File: src/hdl/serial_frame_magic_demux_macros.svh
// assertion macros for the serial frame demultiplexer
`ifndef SERIAL_FRAME_MAGIC_DEMUX_MACROS_SVH
`define SERIAL_FRAME_MAGIC_DEMUX_MACROS_SVH

// same-cycle implication, disabled while reset is low
`define SFMD_ASSERT_NOW(label, clk, rst_n, ante, cons, msg) \
    label: assert property (@(posedge clk) disable iff (!(rst_n)) (ante) |-> (cons)) \
        else $error(msg);

// next-cycle implication, disabled while reset is low
`define SFMD_ASSERT_NEXT(label, clk, rst_n, ante, cons, msg) \
    label: assert property (@(posedge clk) disable iff (!(rst_n)) (ante) |=> (cons)) \
        else $error(msg);

`endif

File: src/hdl/sfmd_pkg.sv
// shared types, constants and helpers of the serial frame demultiplexer
`default_nettype none

package sfmd_pkg;

    // fixed widths
    localparam int unsigned WORD_W      = 48;
    localparam int unsigned CNT_W       = 4;
    localparam int unsigned HELD_W      = 3;
    localparam int unsigned BODY_W      = 9;
    localparam int unsigned HEADER_LEN  = 3;
    localparam int unsigned QUEUE_DEPTH = 2;
    localparam int unsigned QPTR_W      = $clog2(QUEUE_DEPTH);
    localparam int unsigned QCNT_W      = $clog2(QUEUE_DEPTH + 1);

    // reset magic word, ascii IMPROV
    localparam logic [WORD_W-1:0] MAGIC_RESET = 48'h494D50524F56;

    // operation codes
    localparam logic OP_BYTE   = 1'b0;
    localparam logic OP_RESYNC = 1'b1;

    // destinations
    localparam logic DEST_CONSOLE = 1'b0;
    localparam logic DEST_FRAME   = 1'b1;

    // input request
    typedef struct packed {
        logic       operation;
        logic [7:0] in_byte;
    } t_in_req;

    // output result
    typedef struct packed {
        logic [7:0] out_byte;
        logic       out_dest;
        logic       last;
    } t_out_res;

    // queued command: some magic bytes, then an optional tail byte
    typedef struct packed {
        logic [CNT_W-1:0] magic_cnt;
        logic             magic_dest;
        logic             tail_valid;
        logic [7:0]       tail_byte;
        logic             tail_dest;
    } t_cmd;

    // magic byte k of the word, zero when out of range
    function automatic logic [7:0] f_magic_byte(input logic [WORD_W-1:0] word,
                                                input logic [CNT_W-1:0]  ml,
                                                input logic [2:0]        k);
        logic [7:0] res;
        int         pos;
        res = '0;
        pos = 0;
        if ({1'b0, k} < ml) begin
            pos = 8 * (int'(ml) - 1 - int'(k));
            if (pos < int'(WORD_W)) begin
                res = word[pos +: 8];
            end
        end
        return res;
    endfunction

endpackage

`default_nettype wire

File: src/hdl/serial_frame_magic_demux.sv
// top level of the serial frame demultiplexer
//
// Usage: requests enter on i_in_valid / i_in_req / o_in_stall; a request is
// either a received byte or a resync. Results leave on o_out_valid /
// o_out_res / i_out_stall, each with its byte, its destination (console or
// frame path) and a last flag on the final result of a request.
// The magic word is written over i_cfg_valid / i_cfg_data; o_cfg_ready is
// always high, and writes belong to idle periods only.
// When the queue is empty and the output register is free, the first result
// of a request passes through the command queue and then the output register.
// Throughput: one result per cycle from the output register while i_out_stall
// is low. A request causes one result for most bytes and up to MAGIC_LEN for
// a completed magic or a replayed prefix; held bytes and resync cause none.
// The classifier runs ahead of the emitter through a two-entry command
// queue; o_in_stall rises only when that queue is full.
// Reset clears the phase to idle, empties the queue and loads the magic
// word with ascii IMPROV. While i_out_stall is high the pending result holds
// and the queue fills, then the input side stalls.
`default_nettype none
`include "serial_frame_magic_demux_macros.svh"

module serial_frame_magic_demux
    import sfmd_pkg::*;
#(
    parameter int unsigned MAGIC_LEN = 6
) (
    input  wire               i_clk,
    input  wire               i_rst_n,
    input  wire               i_in_valid,
    input  t_in_req           i_in_req,
    output logic              o_in_stall,
    output logic              o_out_valid,
    output t_out_res          o_out_res,
    input  wire               i_out_stall,
    input  wire               i_cfg_valid,
    input  wire  [WORD_W-1:0] i_cfg_data,
    output logic              o_cfg_ready
);

    logic [WORD_W-1:0] r_magic_word;
    logic              w_push;
    logic              w_full;
    logic              w_pop;
    logic              w_empty;
    t_cmd              w_push_cmd;
    t_cmd              w_head_cmd;

    assign o_cfg_ready = 1'b1;
    assign o_in_stall  = w_full;

    // magic word register
    always_ff @(posedge i_clk) begin
        if (!i_rst_n) begin
            r_magic_word <= MAGIC_RESET;
        end else if (i_cfg_valid && o_cfg_ready) begin
            r_magic_word <= i_cfg_data;
        end
    end

    // classifier
    sfmd_front #(
        .MAGIC_LEN (MAGIC_LEN)
    ) u_front (
        .i_clk        (i_clk),
        .i_rst_n      (i_rst_n),
        .i_magic_word (r_magic_word),
        .i_in_valid   (i_in_valid),
        .i_in_req     (i_in_req),
        .i_full       (w_full),
        .o_push       (w_push),
        .o_cmd        (w_push_cmd)
    );

    // command queue
    sfmd_queue u_queue (
        .i_clk   (i_clk),
        .i_rst_n (i_rst_n),
        .i_push  (w_push),
        .i_cmd   (w_push_cmd),
        .o_full  (w_full),
        .i_pop   (w_pop),
        .o_empty (w_empty),
        .o_cmd   (w_head_cmd)
    );

    // emitter
    sfmd_back #(
        .MAGIC_LEN (MAGIC_LEN)
    ) u_back (
        .i_clk        (i_clk),
        .i_rst_n      (i_rst_n),
        .i_magic_word (r_magic_word),
        .i_empty      (w_empty),
        .i_cmd        (w_head_cmd),
        .o_pop        (w_pop),
        .o_out_valid  (o_out_valid),
        .o_out_res    (o_out_res),
        .i_out_stall  (i_out_stall)
    );

    // checks
    `SFMD_ASSERT_NOW(a_no_push_full, i_clk, i_rst_n, w_push, !w_full, "push into full queue")
    `SFMD_ASSERT_NOW(a_no_pop_empty, i_clk, i_rst_n, w_pop, !w_empty, "pop from empty queue")
    `SFMD_ASSERT_NOW(a_resync_silent, i_clk, i_rst_n, i_in_valid && !o_in_stall && i_in_req.operation == OP_RESYNC, !w_push, "resync queued a command")
    `SFMD_ASSERT_NEXT(a_out_from_queue, i_clk, i_rst_n, !o_out_valid, !o_out_valid || $past(!w_empty), "result without queued command")

endmodule

`default_nettype wire

File: src/hdl/sfmd_queue.sv
// two-entry command queue between the classifier and the emitter
`default_nettype none

module sfmd_queue
    import sfmd_pkg::*;
(
    input  wire  i_clk,
    input  wire  i_rst_n,
    input  wire  i_push,
    input  t_cmd i_cmd,
    output logic o_full,
    input  wire  i_pop,
    output logic o_empty,
    output t_cmd o_cmd
);

    t_cmd              r_mem [QUEUE_DEPTH];
    logic [QPTR_W-1:0] r_wr_ptr;
    logic [QPTR_W-1:0] r_rd_ptr;
    logic [QCNT_W-1:0] r_count;

    assign o_full  = (r_count == QCNT_W'(QUEUE_DEPTH));
    assign o_empty = (r_count == '0);
    assign o_cmd   = r_mem[r_rd_ptr];

    // pointers and fill count
    always_ff @(posedge i_clk) begin
        if (!i_rst_n) begin
            r_wr_ptr <= '0;
            r_rd_ptr <= '0;
            r_count  <= '0;
        end else begin
            if (i_push) begin
                r_wr_ptr <= r_wr_ptr + QPTR_W'(1);
            end
            if (i_pop) begin
                r_rd_ptr <= r_rd_ptr + QPTR_W'(1);
            end
            if (i_push && !i_pop) begin
                r_count <= r_count + QCNT_W'(1);
            end else if (i_pop && !i_push) begin
                r_count <= r_count - QCNT_W'(1);
            end
        end
    end

    // entry storage
    always_ff @(posedge i_clk) begin
        if (i_push) begin
            r_mem[r_wr_ptr] <= i_cmd;
        end
    end

endmodule

`default_nettype wire

File: src/hdl/sfmd_front.sv
// classifier: tracks frame phase and turns each request into a command
`default_nettype none

module sfmd_front
    import sfmd_pkg::*;
#(
    parameter int unsigned MAGIC_LEN = 6
) (
    input  wire               i_clk,
    input  wire               i_rst_n,
    input  wire  [WORD_W-1:0] i_magic_word,
    input  wire               i_in_valid,
    input  t_in_req           i_in_req,
    input  wire               i_full,
    output logic              o_push,
    output t_cmd              o_cmd
);

    localparam logic [CNT_W-1:0] ML = CNT_W'(MAGIC_LEN);

    typedef enum logic [3:0] {
        PH_IDLE   = 4'b0001,
        PH_MAGIC  = 4'b0010,
        PH_HEADER = 4'b0100,
        PH_BODY   = 4'b1000
    } t_phase;

    t_phase            r_phase, n_phase;
    logic [HELD_W-1:0] r_held, n_held;
    logic [BODY_W-1:0] r_body, n_body;

    logic             w_accept;
    logic [7:0]       w_byte;
    logic [CNT_W-1:0] w_held_ext;
    logic [CNT_W-1:0] w_held_inc;
    logic [CNT_W-1:0] w_prefix;
    logic [HELD_W-1:0] w_hdr_inc;
    t_cmd             w_cmd;
    logic             w_push;

    assign w_accept   = i_in_valid && !i_full;
    assign w_byte     = i_in_req.in_byte;
    assign w_held_ext = {1'b0, r_held};
    assign w_held_inc = w_held_ext + CNT_W'(1);
    assign w_prefix   = (w_held_ext < ML - CNT_W'(1)) ? w_held_ext : ML - CNT_W'(1);
    assign w_hdr_inc  = r_held + HELD_W'(1);

    // next state and command
    always_comb begin
        n_phase = r_phase;
        n_held  = r_held;
        n_body  = r_body;
        w_push  = 1'b0;
        w_cmd   = '{magic_cnt: '0, magic_dest: DEST_CONSOLE, tail_valid: 1'b1,
                    tail_byte: w_byte, tail_dest: DEST_CONSOLE};
        if (w_accept) begin
            if (i_in_req.operation == OP_RESYNC) begin
                n_phase = PH_IDLE;
                n_held  = '0;
                n_body  = '0;
            end else begin
                unique case (r_phase)
                    PH_IDLE: begin
                        if (w_byte == f_magic_byte(i_magic_word, ML, 3'd0)) begin
                            if (ML <= CNT_W'(1)) begin
                                w_push           = 1'b1;
                                w_cmd.magic_cnt  = ML;
                                w_cmd.magic_dest = DEST_FRAME;
                                w_cmd.tail_valid = 1'b0;
                                n_phase          = PH_HEADER;
                                n_held           = '0;
                            end else begin
                                n_phase = PH_MAGIC;
                                n_held  = HELD_W'(1);
                            end
                        end else begin
                            w_push = 1'b1;
                        end
                    end
                    PH_MAGIC: begin
                        if (w_held_ext < ML &&
                            w_byte == f_magic_byte(i_magic_word, ML, r_held)) begin
                            if (w_held_inc >= ML) begin
                                w_push           = 1'b1;
                                w_cmd.magic_cnt  = ML;
                                w_cmd.magic_dest = DEST_FRAME;
                                w_cmd.tail_valid = 1'b0;
                                n_phase          = PH_HEADER;
                                n_held           = '0;
                            end else begin
                                n_held = w_held_inc[HELD_W-1:0];
                            end
                        end else begin
                            // mismatch: replay held prefix, then this byte
                            w_push          = 1'b1;
                            w_cmd.magic_cnt = w_prefix;
                            n_phase         = PH_IDLE;
                            n_held          = '0;
                        end
                    end
                    PH_HEADER: begin
                        w_push          = 1'b1;
                        w_cmd.tail_dest = DEST_FRAME;
                        if (w_hdr_inc >= HELD_W'(HEADER_LEN)) begin
                            n_body  = {1'b0, w_byte} + BODY_W'(1);
                            n_phase = PH_BODY;
                            n_held  = '0;
                        end else begin
                            n_held = w_hdr_inc;
                        end
                    end
                    PH_BODY: begin
                        w_push          = 1'b1;
                        w_cmd.tail_dest = DEST_FRAME;
                        if (r_body > BODY_W'(1)) begin
                            n_body = r_body - BODY_W'(1);
                        end else begin
                            n_body  = '0;
                            n_phase = PH_IDLE;
                        end
                    end
                    default: begin
                        n_phase = PH_IDLE;
                        n_held  = '0;
                        n_body  = '0;
                    end
                endcase
            end
        end
    end

    assign o_push = w_push;
    assign o_cmd  = w_cmd;

    // phase registers
    always_ff @(posedge i_clk) begin
        if (!i_rst_n) begin
            r_phase <= PH_IDLE;
            r_held  <= '0;
            r_body  <= '0;
        end else begin
            r_phase <= n_phase;
            r_held  <= n_held;
            r_body  <= n_body;
        end
    end

endmodule

`default_nettype wire

File: src/hdl/sfmd_back.sv
// emitter: expands queued commands into one result per cycle while the output is not stalled
`default_nettype none

module sfmd_back
    import sfmd_pkg::*;
#(
    parameter int unsigned MAGIC_LEN = 6
) (
    input  wire               i_clk,
    input  wire               i_rst_n,
    input  wire  [WORD_W-1:0] i_magic_word,
    input  wire               i_empty,
    input  t_cmd              i_cmd,
    output logic              o_pop,
    output logic              o_out_valid,
    output t_out_res          o_out_res,
    input  wire               i_out_stall
);

    localparam logic [CNT_W-1:0] ML = CNT_W'(MAGIC_LEN);

    logic [CNT_W-1:0] r_idx, n_idx;
    logic             r_out_valid;
    t_out_res         r_out_res;

    logic             w_step;
    logic             w_in_magic;
    logic             w_magic_last;
    logic             w_final;
    t_out_res         w_res;

    assign w_step       = !i_empty && (!r_out_valid || !i_out_stall);
    assign w_in_magic   = r_idx < i_cmd.magic_cnt;
    assign w_magic_last = (r_idx + CNT_W'(1)) == i_cmd.magic_cnt;

    // select the next result of the head command
    always_comb begin
        if (w_in_magic) begin
            w_res.out_byte = f_magic_byte(i_magic_word, ML, r_idx[2:0]);
            w_res.out_dest = i_cmd.magic_dest;
            w_final        = w_magic_last && !i_cmd.tail_valid;
        end else begin
            w_res.out_byte = i_cmd.tail_byte;
            w_res.out_dest = i_cmd.tail_dest;
            w_final        = 1'b1;
        end
        w_res.last = w_final;
        n_idx      = r_idx;
        if (w_step) begin
            n_idx = w_final ? '0 : r_idx + CNT_W'(1);
        end
    end

    assign o_pop = w_step && w_final;

    // control registers
    always_ff @(posedge i_clk) begin
        if (!i_rst_n) begin
            r_idx       <= '0;
            r_out_valid <= 1'b0;
        end else begin
            r_idx <= n_idx;
            if (w_step) begin
                r_out_valid <= 1'b1;
            end else if (!i_out_stall) begin
                r_out_valid <= 1'b0;
            end
        end
    end

    // output payload
    always_ff @(posedge i_clk) begin
        if (w_step) begin
            r_out_res <= w_res;
        end
    end

    assign o_out_valid = r_out_valid;
    assign o_out_res   = r_out_res;

endmodule

`default_nettype wire

File: config.mk
export PLATFORM = sky130hd
export DESIGN_NAME = serial_frame_magic_demux
export DESIGN_NICKNAME = d
export VERILOG_FILES = /design/src/hdl/sfmd_pkg.sv /design/src/hdl/serial_frame_magic_demux.sv /design/src/hdl/sfmd_queue.sv /design/src/hdl/sfmd_front.sv /design/src/hdl/sfmd_back.sv
export VERILOG_INCLUDE_DIRS = /design/src /design/src/hdl
export SDC_FILE = /design/constraint.sdc
export NUM_CORES = 1
export LEC_CHECK = 0
export ABC_AREA = 0
export BUFFER_PORTS_ARGS = -buffer_cell sky130_fd_sc_hd__buf_2
export CAP_MARGIN = 20
export CORE_MARGIN = 2
export CORE_UTILIZATION = 30
export DETAILED_ROUTE_END_ITERATION = 12
export GPL_ROUTABILITY_DRIVEN = 0
export GPL_TIMING_DRIVEN = 0
export PLACE_DENSITY = 0.44
export SKIP_LAST_GASP = 1
export SYNTH_ARGS = -nofsm -noshare
export SYNTH_HDL_FRONTEND = slang
export SYNTH_SLANG_ARGS = --single-unit
File: constraint.sdc
create_clock -name i_clk -period 5.4 [get_ports i_clk]
set_input_delay 0.54 -clock i_clk [delete_from_list [all_inputs] [get_ports i_clk]]
set_output_delay 0.54 -clock i_clk [all_outputs]
set_load 0.01 [all_outputs]
======== Yosys cells after proc, flatten, opt, wreduce, memory -nomap -nowiden ========
Memories as Yosys holds them, arrays and structs flattened. A register that Yosys moved wholly into a read port is not among the register bits.
Cells that the tools add are included.
word-level totals
  bits in registers ....................... 83
  RAM bits ................................ 30
  bits of input ports ..................... 62
  output and inout port bits .............. 13
  word-level logic and storage cells ...... 126
  memories ................................ 1
cells by class
  add/subtract/negate cells ............... 11
  magnitude comparators ................... 9
  eq/ne operators ......................... 15
  shift operators ......................... 2
  mux-type cells .......................... 54
  reduce and logical (&&, ||, !) cells .... 22
memory list
  memory         words  width  read ports  clocked after Yosys merged registers in  wr ports  line              source
  u_queue.r_mem  2      15     1           1                                        1         sfmd_queue.sv:17  t_cmd r_mem [QUEUE_DEPTH];
operators by type and width
  cell                   count
  $shiftx A48 B32 Y8     2
  $mux W8                10
  $lt A32 B7 Y1 const B  2
  $mux W9                4
  $mux W4                8
  $pmux W9 S3            1
  $mux W3                6
  $mux W6                3
  $eq A8 B8 Y1           2
  $pmux W4 S4            1
  $mux W1                15
  $pmux W3 S4            1
  $add A8 B1 Y9 const B  1
  $gt A9 B1 Y1 const B   1
  $lt A3 B3 Y1 const B   3
  $sub A9 B1 Y9 const B  1
  $sub A3 B3 Y4 const A  2
  $logic_and A1 B1 Y1    7
  $logic_not A1 Y1       7
  $mux W2                3
  $ne A3 B2 Y1 const B   2
  $reduce_and A3 Y1      2
  $mux W5                1
  $reduce_and A5 Y1      1
  other kinds (24)       27

======== Depth between registers and ports, before layout ========
Gate-level depths: netlist of the first run.
  word-level depth ........................ 17
  mapped depth ............................ 16
  mapped depth without buffers ............ 13

======== Hierarchy ========
Synthesis of the first run repeated with hierarchy kept, for this count alone.
second synthesis, totals
  cell total of the unflattened synthesis .. 612
  area, all modules ....................... 6458.7 um2
modules (own cells, without submodules)
  module                    instances  cells each  area each (um2)
  sfmd_front                1          277         2168.3
  serial_frame_magic_demux  1          157         1809.2
  sfmd_queue                1          69          1301.2
  sfmd_back                 1          109         1179.9

======== Worst setup path after synthesis of the first run ========
OpenSTA, ideal clock, no wires.
  path type ............................... reg-to-reg
  start point ............................. register u_front.r_held[1]
  end point ............................... register u_queue.r_count[1]
  setup time .............................. 0.076 ns
  data arrival time ....................... 3.744 ns
  slack ................................... 1.581 ns
  cell stages (with the launch flop) ...... 15
  clock period less this slack ............ 3.819 ns
  path through ............................ dfxtp_1 buf_2 inv_1 ha_1 buf_6 mux2_4 a222oi_1 or4b_1 a211oi_2 o211ai_1 o21ai_2 inv_2 ha_1 or3_1 a21boi_0
between the ends
  longest elaborated chain between the ends .. 16
RTL lines
  item                                                        line                            source
  from (decl)                                                 sfmd_front.sv:29                logic [HELD_W-1:0] r_held, n_held;
  from (signal assigned)                                      sfmd_front.sv:143               r_held <= n_held;
  $sub A3 B3 Y4                                               sfmd_pkg.sv:58                  pos = 8 * (int'(ml) - 1 - int'(k));
  $lt A32 B7 Y1 / $shiftx A48 B32 Y8 (equally long branches)  sfmd_pkg.sv:59, sfmd_pkg.sv:60
  $mux W8                                                     sfmd_pkg.sv:59                  if (pos < int'(WORD_W)) begin
  $mux W8                                                     sfmd_pkg.sv:57                  if ({1'b0, k} < ml) begin
  $mux W8                                                     sfmd_front.sv:62                unique case (r_phase)
  $mux W8                                                     sfmd_front.sv:57                if (i_in_req.operation == OP_RESYNC) begin
  $mux W8                                                     sfmd_front.sv:56                if (w_accept) begin
  $eq A8 B8 Y1                                                sfmd_front.sv:82                w_byte == f_magic_byte(i_magic_word, ML, r_held)) begin
  $logic_and A1 B1 Y1                                         sfmd_front.sv:81                if (w_held_ext < ML &&
  $mux W1 (*)                                                 sfmd_front.sv:81
  $pmux W1 S3 (*)                                             sfmd_front.sv:62
  $mux W1 (*)                                                 sfmd_front.sv:57
  $mux W1 (*)                                                 sfmd_front.sv:56
  via u_front.o_push                                          sfmd_front.sv:15                output logic o_push,
  $logic_not A1 Y1                                            sfmd_queue.sv:41                end else if (i_pop && !i_push) begin
  $logic_and A1 B1 Y1                                         sfmd_queue.sv:41
  $reduce_bool A2 Y1 (no line)                                --
  to (signal assigned)                                        sfmd_queue.sv:40                r_count <= r_count + QCNT_W'(1);
  to (signal assigned)                                        sfmd_queue.sv:42                r_count <= r_count - QCNT_W'(1);
  to (decl)                                                   sfmd_queue.sv:20                logic [QCNT_W-1:0] r_count;
The timed path passes the listed nets; every way through them passes the cells marked *. The select of a mux whose other input is x is not followed.
A chain may end at the register's enable or synchronous reset.

======== Worst setup path after layout of the first run ========
Ends and elaborated chain as after synthesis.

==> impl_metrics.csv, run 1 <==
group,metric,value,unit
timing,tightest_slew,0.863,ns
run_status,status,"completed",
timing,drv_slew,0,
final_layout,regArea,2620,sq um
synth,yosys.area.top_type_share,0.240,
clock_tree,htree_levels,3,
clock_tree,cts_tree,"built",
clock_tree,cts_root_buf,"clkbuf_16",
detailed_routing,routedWlPerCell,17.8,um
clock_tree,cts_buffer_depth,2,
timing,finalClockSkew,0.0100,ns
critical_path,worst_setup_path_end_kind,"flop",
global_routing,grt_antenna_before_repair,0,
hold_path,hold_depth,3,
detailed_routing,first_pass_iters,7,
timing,setup_tns,0,ns
final_layout,layout-drive-gt1-share,0.193,
synth,synthFlopType,"dfxtp_1",
run,cap_violations,0,
clock_tree,cts_setup_buffers,0,
floorplanning,rows,52,
critical_path,reg2reg_slack,0.99,ns
critical_path,reg2reg_from,"u_front.r_held[1]",
synth,synth_seq_cells,112,
final_layout,nFillCells,2061,
hold_path,min-delay-start,"i_cfg_data[6]",
critical_path,arrival,4.70,ns
clock_tree,hold_buffers,0,
hold_path,hp-class,"in2reg",
clock_tree,clkSlewWorstSetupHoldPaths,0.08,ns
timing,setup_violations,0,
floorplanning,start_util,0.305,
critical_path,cp-start-kind,"flop",
detailed_routing,postRouteAntennaNets,0,
detailed_routing,vias,4774,
timing,setup_ws,0.985,ns
critical_path,timing.rr.end,"u_queue.r_count[1]",
synth,synth-edff-count,38,
detailed_routing,routed_wl,17.0,mm
power_and_ir_drop,p_leak,2.88,nW
synth,synth-seq-area-share,0.425,
timing,rsz0062_at_grt,"no",
clock_tree,ctsResizeCount,0,
global_routing,grt_max_degree,21,
timing,finalWorstPathRequiredPeriod,4.41,ns
power_and_ir_drop,ir_worst_vdd,0.177,mV
critical_path,crit_required,5.69,ns
timing,period_share,0.818,
synth,synth_top_cell_by_area,"dfxtp_1",
synth,ys_types,66,
detailed_routing,drtIter0Drc,245,
critical_path,r2r_cells,15,
timing,finalHoldViolCount,0,
timing,max_freq,227,MHz
place,io_buffer_count,71,
global_routing,grt.overflow.total,0,
clock_tree,numCtsBuffers,9,
critical_path,critPathMaxFanout,10,
global_routing,grt_pass1_wl,26.9,mm
floorplanning,dieArea,21800,sq um
final_layout,multi_input_area,3350,sq um
global_routing,first_global_vias,4869,
floorplanning,core_area,20200,sq um
synth,syn_area,6180,sq um
place,post-place-ws,1.02,ns
floorplanning,io_pins,75,
floorplanning,die-width,147,um
final_layout,num_antenna_cells,0,
clock_tree,insertion_delay,0.36,ns
detailed_routing,viasPerCell,5.00,
floorplanning,fp.dieH,147,um
synth,yosys_warnings,0,
place,dp_hpwl,13.4,mm
synth,synth_nets,673,
final_layout,syn2layout_area_growth,16.2,%
synth,syn-instance-count,595,
detailed_routing,drcViolationCount,0,
synth,syn_avg_cell_area,10.4,sq um
timing,slew_headroom,0.425,
hold_path,hold_end,"r_magic_word[6]",
critical_path,worstSetupPathType,"reg2reg",
synth,async_reset_ff_frac,0,
global_routing,grt.total_usage,0.161,
power_and_ir_drop,powerDensity,326,nW/um^2
clock_tree,clock_sink_count,112,
synth,netlist_top_cells_area,"dfxtp_1, edfxtp_1, mux2i_1",
final_layout,nets,758,
==> cell families (layout without fill, tap and decap cells) <==
| kind of cell | count (synthesis) | in the layout | synth area share |
|---|---|---|---|
| AOI/OAI and AO/OA | 94 | 94 | 0.111 |
| xor gates and xnor gates | 31 | 31 | 0.0440 |
| adders and majority gates | 16 | 16 | 0.0324 |
| buffers and inverters | 50 | 140 | 0.0330 |
| DFF | 112 | 112 | 0.425 |
| muxes | 105 | 105 | 0.192 |
| other | 1 | 1 | 0.000607 |
| and+or+nand+nor | 186 | 186 | 0.162 |
==> stage by stage <==
step | power, W | util | instances | hold WS [ns] | instance area (sq um)
detailed placement | 0.00170 | 0.341 | 939 | 0.474 | 6890
CTS | 0.00236 | 0.355 | 955 | 0.378 | 7180
global placement | 0.00168 | 0.339 | 936 | 0.463 | 6870
global route | 0.00246 | 0.355 | 955 | 0.385 | 7180
floorplan | 0.00148 | - | 595 | 0.448 | 6180
finish | 0.00234 | 0.355 | 955 | 0.389 | 7180
==> placed cells by master (no fill, tap or decap), types with 10 or more instances in the layout <==
cell type and instances:
nor2b_1 40, nor3_1 16, inv_1 13, nor2_1 25, mux2_2 16, ha_1 16
dfxtp_1 74, buf_2 75, edfxtp_1 38, a22oi_1 19, nand3_1 10, o21ai_0 11
clkbuf_1 26, nand2_1 47, xor2_1 20, mux2i_1 79, xnor2_1 11, o22ai_1 20
==> where the power goes <==
part | switching [W] | total [W] | leakage, nW | internal [W]
Clock | 0.000328 | 0.000651 | 0.140 | 0.000322
Sequential | 0.0000503 | 0.00104 | 0.960 | 0.000986
Combinational | 0.000374 | 0.000649 | 1.78 | 0.000276
==> worst max-delay path by stage <==
stage	from	end	slack (ns)	depth (start not counted)
final	u_front.r_held[1]	u_queue.r_count[1]	0.99	15
after global routing	u_front.r_held[1]	u_queue.r_count[1]	0.77	15
after CTS	u_front.r_held[1]	u_queue.r_count[1]	1.00	15
after detailed placement	u_front.r_held[1]	u_queue.r_count[1]	1.02	15
after global placement	u_front.r_held[1]	u_queue.r_mem[0][4]	0.77	12
after floorplan	u_front.r_held[1]	u_queue.r_count[1]	1.58	14
==> per-layer routing <==
metal | vias up | share of wire | track usage
met3 | 22 | 0.038 | 0.0306
met1 | 2297 | 0.49 | 0.220
met4 | 0 | 0.019 | 0.0476
li1 | 2349 | - | -
met5 | - | 0 | 0
met2 | 106 | 0.46 | 0.260
==> flip-flops by register name, summed over array words and instances (netlist names), named ones only <==
| name | cells |
|---|---|
| r_magic_word | 48 |
| u_queue.r_rd_ptr | 1 |
| u_front.r_held | 3 |
| u_queue.r_wr_ptr | 1 |
| u_front.r_phase | 4 |
| u_back.o_out_res | 10 |
| u_front.r_body | 9 |
| u_queue.r_count | 2 |
| u_back.o_out_valid | 1 |
| u_back.r_idx | 4 |
| u_queue.r_mem | 28 |
==> critical path, cell delays in order (launching register included) <==
cell	delay [ns]
dfxtp_1	0.47
buf_2	0.29
inv_1	0.09
ha_1	0.30
buf_6	0.16
buf_2	0.31
mux2i_1	0.27
o22ai_1	0.12
or3_1	0.36
a22oi_1	0.39
o211ai_2	0.32
o21ai_2	0.30
inv_2	0.07
ha_1	0.33
or3_1	0.37
a21boi_0	0.17
==> cells in the mapped netlist (10+ instances only) <==
cell / instances
mux2i_1: 79
dfxtp_1: 74
nand2_1: 47
nor2b_1: 40
edfxtp_1: 38
clkbuf_1: 25
nor2_1: 25
o22ai_1: 20
xor2_1: 20
a22oi_1: 19
ha_1: 16
mux2_2: 16
nor3_1: 16
inv_1: 13
o21ai_0: 11
xnor2_1: 11
nand3_1: 10
==> cell type report <==
type,instances,share of cell area
Multi-Input combinational cell,433,0.467
Sequential cell,112,0.365
Timing Repair Buffer,74,0.0527
Tap cell,270,0.0471
Clock buffer,10,0.0319
Buffer,36,0.0211
Clock inverter,6,0.00767
Inverter,14,0.00732
Note: power is estimated with default switching activity, not from simulation.
==> run 2, diff against run 1 <==
clock period = 4.4 ns   (was 5.4 ns; I/O delays follow)
==> run 2 against run 1 <==
  * Power is 23% higher
  * Critical path depth stayed put
  * Combinational power is 23% higher
  * Setup slack worse by 0.76 ns
  * Highest routed layer unchanged
  * Routed wire length is 0.21% higher
  * Design area is 0.49% higher
  * Register-to-register slack worse by 0.76 ns
  * Sequential share of layout area is 0.16 points lower
  * First-iteration DRC count is 6.1% lower
  * Utilization is 0.17 points higher
  * Largest cell class unchanged
  * Clock skew hardly changed
==> impl_metrics.csv, run 2 (synthesized netlist as in run 1, its figures left out) <==
group,metric,value,unit
floorplanning,io_pins,75,
critical_path,worstSetupPathType,"reg2reg",
floorplanning,core_area,20200,sq um
final_layout,fin_util,0.356,
critical_path,worst_setup_path_end_kind,"flop",
hold_path,hp-class,"in2reg",
timing,finalWorstPathRequiredPeriod,4.18,ns
place,post-place-ws,0.0244,ns
global_routing,grt_pass1_wl,26.9,mm
clock_tree,cts_root_buf,"clkbuf_16",
timing,setup_ws,0.221,ns
global_routing,grt_max_degree,21,
timing,period_share,0.950,
final_layout,top_register,"r_magic_word",
power_and_ir_drop,ir_worst_vdd,0.217,mV
critical_path,cp-start-kind,"flop",
global_routing,grt.overflow.total,0,
detailed_routing,drcViolationCount,0,
detailed_routing,postRouteAntennaNets,0,
final_layout,largest_reg_flops,48,
clock_tree,clock_sink_count,112,
global_routing,grt_antenna_before_repair,0,
timing,setup_violations,0,
clock_tree,clkSlewWorstSetupHoldPaths,0.08,ns
timing,slew_headroom,0.429,
timing,rsz0062_at_grt,"no",
final_layout,nFillCells,2060,
final_layout,num_antenna_cells,0,
global_routing,grt.total_usage,0.161,
global_routing,first_global_vias,4869,
critical_path,crit_required,4.69,ns
place,dp_hpwl,13.4,mm
clock_tree,cts_tree,"built",
timing,tightest_slew,0.857,ns
timing,drv_slew,0,
timing,setup_tns,0,ns
timing,finalClockSkew,0.0103,ns
clock_tree,numCtsBuffers,9,
timing,finalHoldViolCount,0,
place,io_buffer_count,71,
final_layout,syn2layout_area_growth,16.8,%
final_layout,final_common_cell,"mux2i_1",
timing,whs,0.289,ns
power_and_ir_drop,powerDensity,398,nW/um^2
power_and_ir_drop,p_leak,2.88,nW
final_layout,nets,759,
detailed_routing,viasPerCell,5.02,
critical_path,arrival,4.47,ns
clock_tree,htree_levels,3,
run,cap_violations,0,
floorplanning,die-width,147,um
clock_tree,cts_buffer_depth,2,
floorplanning,dieArea,21800,sq um
detailed_routing,routedWlPerCell,17.8,um
floorplanning,rows,52,
detailed_routing,first_pass_iters,6,
power_and_ir_drop,power.total,0.00287,W
timing,max_freq,239,MHz
clock_tree,hold_buffers,0,
floorplanning,fp.dieH,147,um
detailed_routing,vias,4795,
floorplanning,start_util,0.305,
final_layout,final_cell_mix,"mux2i_1, buf_2, dfxtp_1, nand2_1, nor2b_1",
final_layout,layout-drive-gt1-share,0.197,
critical_path,critPathMaxFanout,10,
detailed_routing,routed_wl,17.0,mm
detailed_routing,drtIter0Drc,230,
run_status,status,"completed",
clock_tree,insertion_delay,0.36,ns
==> run 2: cell types whose count changed in the layout (fill, tap and decap cells not counted), sizes merged <==
cell	delta
buf	-1
clkbuf	+2
==> run 2: power breakdown <==
part / internal (W) / switching [W]
Clock: 0.000396 / 0.000401
Combinational: 0.000341 / 0.000459
Sequential: 0.00121 / 0.0000617
==> run 2: routing by layer <==
metal | track usage | vias to the layer above | share of wire
met5 | 0 | - | 0
li1 | - | 2351 | -
met4 | 0.0476 | 0 | 0.018
met1 | 0.220 | 2315 | 0.48
met3 | 0.0306 | 20 | 0.043
met2 | 0.260 | 109 | 0.46
==> run 2: final cells by class <==
type / count / area (sq um) / share of cell area
multi-input combinational: 433 / 3370 / 0.467
buffer: 36 / 156 / 0.0217
inverter: 14 / 52.6 / 0.00729
clock inverter: 6 / 55.1 / 0.00763
tap: 270 / 338 / 0.0469
sequential: 112 / 2620 / 0.364
clock buffer: 10 / 229 / 0.0318
timing repair buffer: 75 / 385 / 0.0534
==> run 2: worst paths after layout <==
path	from	endpoint	slack [ns]	cells past startpoint
setup / recovery	u_front.r_held[1]	u_queue.r_count[1]	0.22	15
hold / removal	i_cfg_data[6]	r_magic_word[6]	0.29	3
setup reg to reg	u_front.r_held[1]	u_queue.r_count[1]	0.22	15
hold reg to reg	u_queue.r_wr_ptr	u_queue.r_wr_ptr	0.48	2
==> run 2: per-stage QoR <==
step	std cells	area, sq um
4_1_cts	955	7180
2_1_floorplan	595	6180
6_report	956	7210
5_1_grt	956	7210
3_5_place_dp	939	6890
3_3_place_gp	936	6870
==> run 2: what timing repair did <==
action                                  in CTS  in global routing
gates resized for setup                      0                  6
endpoints found under the setup margin       0                  5
buffers inserted                             0                  1
==> run 2: worst max-delay path, stage by stage, from the launching register on <==
cell	delay [ns]
dfxtp_2	0.41
clkbuf_4	0.24
inv_1	0.08
ha_1	0.29
buf_6	0.15
clkbuf_4	0.26
mux2i_1	0.31
nor3_1	0.11
or4b_1	0.56
a211oi_4	0.34
o211ai_1	0.16
o21ai_2	0.23
inv_2	0.07
ha_1	0.33
or3_1	0.37
a21boi_0	0.17
